<file path="config.mk">
export PLATFORM = sky130hd
export DESIGN_NAME = cem_ctrl
export DESIGN_NICKNAME = d
export VERILOG_FILES = /design/src/rtl/cem_pkg.sv /design/src/rtl/cem_ctrl.sv
export SDC_FILE = /design/constraint.sdc
export NUM_CORES = 1
export LEC_CHECK = 0
export ABC_AREA = 1
export BUFFER_PORTS_ARGS = -buffer_cell sky130_fd_sc_hd__buf_2
export CAP_MARGIN = 20
export CORE_AREA = 2 2 39 41
export CTS_CLUSTER_DIAMETER = 40
export CTS_CLUSTER_SIZE = 12
export DETAILED_ROUTE_END_ITERATION = 12
export DIE_AREA = 0 0 41 43
export GPL_TIMING_DRIVEN = 0
export PLACE_DENSITY = 0.74
export RECOVER_POWER = 25
export SLEW_MARGIN = 10
export SYNTH_ARGS = -nofsm -noshare
export SYNTH_HDL_FRONTEND = slang
export SYNTH_SLANG_ARGS = --single-unit
</file>
<file path="constraint.sdc">
create_clock -name clk -period 2.1 [get_ports clk]
set_clock_uncertainty 0.15 [all_clocks]
set_input_delay 0.315 -clock clk [delete_from_list [all_inputs] [get_ports clk]]
set_output_delay 0.315 -clock clk [all_outputs]
set_load 0.01 [all_outputs]
</file>
<file path="src/rtl/cem_pkg.sv">
// ---------------------------------------------------------------------------
// cem_pkg: shared types and helpers for the corrected error median block
// Sizes, item and result words, controller/datapath command and status
// structs, and the saturating add used by both the lanes and the median.
// ---------------------------------------------------------------------------
`default_nettype none

package cem_pkg;

	localparam int HIST_DEPTH = 16;
	localparam int VALUE_W    = 48;
	localparam int CNT_W      = $clog2(HIST_DEPTH + 1);
	localparam int IDX_W      = (HIST_DEPTH > 1) ? $clog2(HIST_DEPTH) : 1;

	localparam logic ACT_RECORD = 1'b0;
	localparam logic ACT_CLEAR  = 1'b1;

	typedef logic signed [VALUE_W-1:0] value_t;

	typedef struct packed {
		logic   action;
		value_t correction;
		value_t new_error;
	} item_t;

	typedef struct packed {
		logic             median_valid;
		value_t           median_error;
		logic [CNT_W-1:0] sample_count;
	} result_t;

	typedef struct packed {
		logic             update;
		logic             load;
		logic [IDX_W-1:0] slot;
		logic             finish;
	} cem_cmd_t;

	typedef struct packed {
		logic [CNT_W-1:0] cnt;
	} cem_status_t;

	// add with saturation at the signed value limits
	function automatic value_t sat_add(input value_t a, input value_t b);
		logic [VALUE_W:0] s;
		value_t           r;
		s = {a[VALUE_W-1], a} + {b[VALUE_W-1], b};
		if (s[VALUE_W] != s[VALUE_W-1]) begin
			r = s[VALUE_W] ? {1'b1, {(VALUE_W-1){1'b0}}} : {1'b0, {(VALUE_W-1){1'b1}}};
		end else begin
			r = s[VALUE_W-1:0];
		end
		return r;
	endfunction

endpackage

`default_nettype wire

</file>
<file path="src/rtl/cem_ctrl.sv">
// ---------------------------------------------------------------------------
// cem_ctrl: sequencer for the corrected error median block
// Accepts a word, walks the rank scan over the held samples, drains the
// rank pipeline and loads the result register when the output is free.
// ---------------------------------------------------------------------------
`default_nettype none

module cem_ctrl (
	input  wire logic                 clk,
	input  wire logic                 arst_n,
	input  wire logic                 item_valid,
	output logic                      item_stall,
	output logic                      result_valid,
	input  wire logic                 result_stall,
	input  wire cem_pkg::cem_status_t status,
	output cem_pkg::cem_cmd_t         cmd
);
	import cem_pkg::*;

	typedef enum logic [2:0] {
		ST_IDLE,
		ST_START,
		ST_SCAN,
		ST_DRAIN,
		ST_FIN
	} state_t;

	state_t           state_q;
	logic [IDX_W-1:0] slot_q;
	logic             drain_q;
	logic             out_q;
	logic             fin_go;
	logic             last_slot;

	assign item_stall   = (state_q != ST_IDLE);
	assign result_valid = out_q;
	assign fin_go       = (state_q == ST_FIN) && (!out_q || !result_stall);
	assign last_slot    = (CNT_W'(slot_q) == status.cnt - CNT_W'(1));

	assign cmd.update = (state_q == ST_IDLE) && item_valid;
	assign cmd.load   = (state_q == ST_SCAN);
	assign cmd.slot   = slot_q;
	assign cmd.finish = fin_go;

	always_ff @(posedge clk or negedge arst_n) begin
		if (!arst_n) begin
			state_q <= ST_IDLE;
			slot_q  <= '0;
			drain_q <= 1'b0;
			out_q   <= 1'b0;
		end else begin
			if (fin_go) begin
				out_q <= 1'b1;
			end else if (out_q && !result_stall) begin
				out_q <= 1'b0;
			end
			unique case (state_q)
				ST_IDLE: begin
					if (item_valid) begin
						state_q <= ST_START;
					end
				end
				ST_START: begin
					slot_q  <= '0;
					drain_q <= 1'b0;
					state_q <= (status.cnt == '0) ? ST_FIN : ST_SCAN;
				end
				ST_SCAN: begin
					slot_q <= slot_q + IDX_W'(1);
					if (last_slot) begin
						state_q <= ST_DRAIN;
					end
				end
				ST_DRAIN: begin
					drain_q <= 1'b1;
					if (drain_q) begin
						state_q <= ST_FIN;
					end
				end
				ST_FIN: begin
					if (fin_go) begin
						state_q <= ST_IDLE;
					end
				end
				default: begin
					state_q <= ST_IDLE;
				end
			endcase
		end
	end

endmodule

`default_nettype wire

</file>
# [After elaboration in Yosys (flattened, before gate mapping)]
# Cells that the tools add are included.
[totals] elab_cells=38 inputBits=9 register_bits=9
[op_classes] mux=10 n_addsub=2 reduce_logical=13 eq_ne=9
[ops] cell="3-bit 2-to-1 mux" count=5
[ops] cell="3-bit one-hot mux with 5 select lines" count=1
[ops] cell="4-bit one-hot mux with 2 select lines" count=1
[ops] cell="3-bit by 2-bit == test with 1-bit output, second input constant" count=2
[ops] cell="2-bit inequality test, second input constant" count=3
[ops] cell="2-bit nonzero test" count=3
[ops] cell="4-bit by 5-bit == test with 1-bit output" count=1
[ops] cell="5-bit logical NOT" count=1
[ops] cell="5-bit by 1-bit subtractor with 5-bit output, second input constant" count=1
[ops] cell="4-bit by 1-bit adder with 4-bit output, second input constant" count=1
[ops] cell="4-bit AND reduction" count=1
[ops] cell="3-bit by 1-bit == test with 1-bit output, second input constant" count=1
[ops] cell="3-bit == test, second input constant" count=1
[ops] cell="1-bit logical AND" count=3
[ops] cell="3-bit logical NOT" count=1
[ops] cell="3-bit nonzero test" count=1
[ops] cell="1-bit logical NOT" count=2
[ops] cell="1-bit 2-to-1 mux" count=2
[ops] cell="2-bit by 1-bit inequality test with 1-bit output, second input constant" count=1
[ops] cell="1-bit one-hot mux with 2 select lines" count=1
[ops] cell="1-bit logical OR" count=1

# [Depth between registers and ports, before layout]
[depth] ltp_word=5 mapped_depth=11

# [Worst setup path before layout]
# No wires, ideal clock.
[synth_path] path_kind="input -> register" startpoint="in status[0] (netlist name)" endpoint="reg state_q[0]" setup_slack_ns=0.715 path_stages=11 t_required_ns=1.885 path_buffers=0 arrival_time_ns=1.170 path_cell_list="inv_1 ha_1 inv_1 nand2_1 nand2_1 nand2_1 nor2_1 nand3_1 nand2_1 nand3_1 nand2_1"
[synth_between] elab_chain_cells=4
[synth_rtl] item="start: declaration" line="cem_ctrl.sv:15" source="input wire cem_pkg::cem_status_t status,"
[synth_rtl] item="5-bit by 1-bit subtractor with 5-bit output" line="cem_ctrl.sv:38" source="assign last_slot = (CNT_W'(slot_q) == status.cnt - CNT_W'(1));"
[synth_rtl] item="4-bit by 5-bit == test with 1-bit output" line="cem_ctrl.sv:38"
[synth_rtl] item="2-bit by 1-bit inequality test with 1-bit output (no source line)"
[synth_rtl] item="4-bit AND reduction (no source line)"
[synth_rtl] item="end signal: assignment" line="cem_ctrl.sv:66" source="state_q <= (status.cnt == '0) ? ST_FIN : ST_SCAN;"
[synth_rtl] item="end: declaration" line="cem_ctrl.sv:28" source="state_t state_q;"
# No other way between the ends.
# A chain may end at the register's enable or synchronous reset.

# [Worst setup path in the final report]
[layout_path] startpoint="reg state_q[1]" endpoint="out cmd[0] (netlist name)"
[layout_between] elab_chain_cells=2
[layout_rtl] item="3-bit == test" line="cem_ctrl.sv:37" source="assign fin_go = (state_q == ST_FIN) && (!out_q || !result_stall);"
[layout_rtl] item="1-bit logical AND" line="cem_ctrl.sv:37"
[layout_rtl] item="end: declaration" line="cem_ctrl.sv:16" source="output cem_pkg::cem_cmd_t cmd"
# No other way between the ends.

==> impl_metrics.yaml <==
critical_path:
  crit_fanout: 4
  slowest_delay_ns: 0.43
  endpoint_kind: "output pin"
  cp_data_required_time_ns: 1.63
  cp_slowest_cell: "dfrtp_1"
  cp-start-kind: "flop"
  path_class: "reg -> out"
  path_cells: "nor3_1, inv_1, nor2_1, buf_4, buf_2"
  crit_arrival_ns: 1.34
finish:
  antenna_cells: 0
  final_area_um2: 773
  syn2layout_area_growth_pct: 22.1
  drive_gt1_share_pct: 23.3
  instances_no_fill: 132
  nFillCells: 146
  fin_nets: 128
synth:
  syn_area_um2: 633
  synth_seq_cells: 9
  yosysWarnings: 0
  ys_types: 19
  postSynthAreaPerCell_um2: 6.74
  synthCells: 94
  synth_nets: 105
  synth_edf_count: 0
  async_flop_share_pct: 100
  ys_seq_area_share_pct: 35.6
  synthFlopType: "dfrtp_1"
drt:
  vias_per_cell: 4.77
  vias: 630
  wirelength_um: 1210
  ant_nets: 0
  drc_errors: 0
  drtIter0Drc: 6
  drt_first_pass_iters: 4
  wl_per_cell_um: 9.15
die:
  die_w_um: 41
  core-area_mm2: 0.00138
  io_pins: 18
  fp.dieH_um: 43
  rows: 14
  design.die.area_mm2: 0.00176
  initial_core_util_pct: 45.8
timing:
  rsz0062_at_grt: "false"
  finalCriticalPeriod_ns: 1.81
  relSlewSlack_pct: 66.7
  worst_pin_slew_ns: 0.499
  fin_tns_setup_ns: 0
  max_freq_mhz: 552
  hold_violations: 0
  slew_violations: 0
  period_share_pct: 86.2
  final-setup-viol-count: 0
  hold_ws_ns: 0.147
global_route:
  grt_max_degree: 10
  grt_overflow_total: 0
  antenna_found_initial: 0
  track_usage_pct: 18.3
  grt_pass1_vias: 556
  grt_pass1_wl_um: 2110
clock_tree:
  post_cts_buffers: 0
  clock_sinks: 9
  cts-resized-gates: 0
  clockBufferDepth: 2
  cts_hold_buffers: 1
  insertion_delay_ns: 0.26
  cts_buffers: 3
  h-tree-depth: 1
  cts_root_buf: "clkbuf_4"
  cts_tree: "built"
  clk_pin_slew_ns: 0.06
power_and_ir_drop:
  leakage_nw: 0.465
  ir_drop_v: 0.000591
  power_density_mw_per_mm2: 1210
placed_design:
  port-buffer-count: 17
  dp_cells: 127
  place_hpwl_um: 1030
  placed_area_um2: 738
  place.gp.congestion: 0.821
status:
  status: "finished clean"
worst_hold_path:
  hp-class: "in -> reg"
job:
  cap_violations: 0
-- layer usage --
metal,vias to the layer above,global-route usage (%),share of wire (%)
li1,331,-,-
met1,278,20.6,43
met2,17,29.7,50
met3,4,3.14,4.4
met4,0,12.0,2.9
met5,-,0,0
-- final cells by class --
cell class / count / area, um^2 / area share, %
multi-input cells: 64 / 325 / 42.1
flip-flops and latches: 9 / 225 / 29.1
repair buffers: 18 / 93.8 / 12.1
inverters: 20 / 75.1 / 9.71
clock buffers: 4 / 26.3 / 3.40
well taps: 16 / 20.0 / 2.59
plain buffers: 1 / 7.51 / 0.971
-- kinds of logic (layout without fill, tap and decap cells) --
kind of cell | Yosys count | in the layout | synth area share [%]
AO/OA/AOI/OAI | 10 | 10 | 8.70
XOR/XNOR | 1 | 1 | 1.38
adder cells (fa/ha/maj) | 2 | 2 | 3.95
buffers and inverters | 21 | 43 | 13.0
flip-flops | 9 | 9 | 35.6
AND/OR/NAND/NOR | 51 | 51 | 37.4
-- synthesized netlist by cell type, types with 2 or more instances --
cell / number / area share (%)
a21oi_1: 4 / 3.2
dfrtp_1: 9 / 36
ha_1: 2 / 4.0
inv_1: 18 / 11
inv_2: 2 / 1.2
nand2_1: 31 / 18
nand3_1: 6 / 4.7
nor2_1: 8 / 4.7
nor3_1: 2 / 1.6
o21ai_0: 3 / 2.4
-- where the power goes --
group / internal [W] / leakage (nW) / switching, W
logic: 0.000182 / 0.333 / 0.000310
clock network: 0.0000733 / 0.0150 / 0.0000620
registers: 0.000243 / 0.117 / 0.0000656
-- critical path, delay by kind of cell, from the launching register on --
family	cells	cell delay (ns)
buffers and inverters	3	0.30
and+or+nand+nor	2	0.35
DFF	1	0.43
-- cells in the final DEF (no fill, tap or decap) --
master and n:
nand2_1 31, inv_1 18, buf_2 16, dfrtp_1 9
nor2_1 8, nand3_1 6, a21oi_1 4, o21ai_0 3
clkbuf_4 3, inv_2 2, nor3_1 2, ha_1 2
clkbuf_1 2, nor2_2 1, nand2_2 1, nor3_4 1
o21ai_2 1, nor4_4 1, xnor2_1 1, o22ai_1 1
o21ai_1 1, buf_4 1, dlygate4sd3_1 1
-- flip-flops by register name, summed over array words and instances, names as in the netlist --
name,count
slot_q,4
state_q,3
drain_q,1
result_valid,1
-- per-stage QoR --
stage               util [%]  power, W  setup slack [ns]
CTS                     56.0  0.000948             0.272
global placement        53.3  0.000792             0.521
floorplan                  -  0.000668             0.715
global route            55.9   0.00104             0.152
finish                  55.9  0.000936             0.290
detailed placement      53.3  0.000808             0.490
-- final timing paths --
| kind | to | cells after the start | slack (ns) | startpoint |
|---|---|---|---|---|
| setup reg to reg | state_q[0] | 9 | 0.77 | slot_q[1] |
| setup / recovery | cmd[0] | 5 | 0.29 | state_q[1] |
| hold / removal | result_valid | 3 | 0.15 | result_stall |
| min in group asynchronous | drain_q | 2 | 0.37 | arst_n |
| max in group asynchronous | slot_q[0] | 2 | 1.09 | arst_n |
| hold reg to reg | slot_q[3] | 1 | 0.36 | slot_q[3] |
Power figures use the tool's default switching activity.
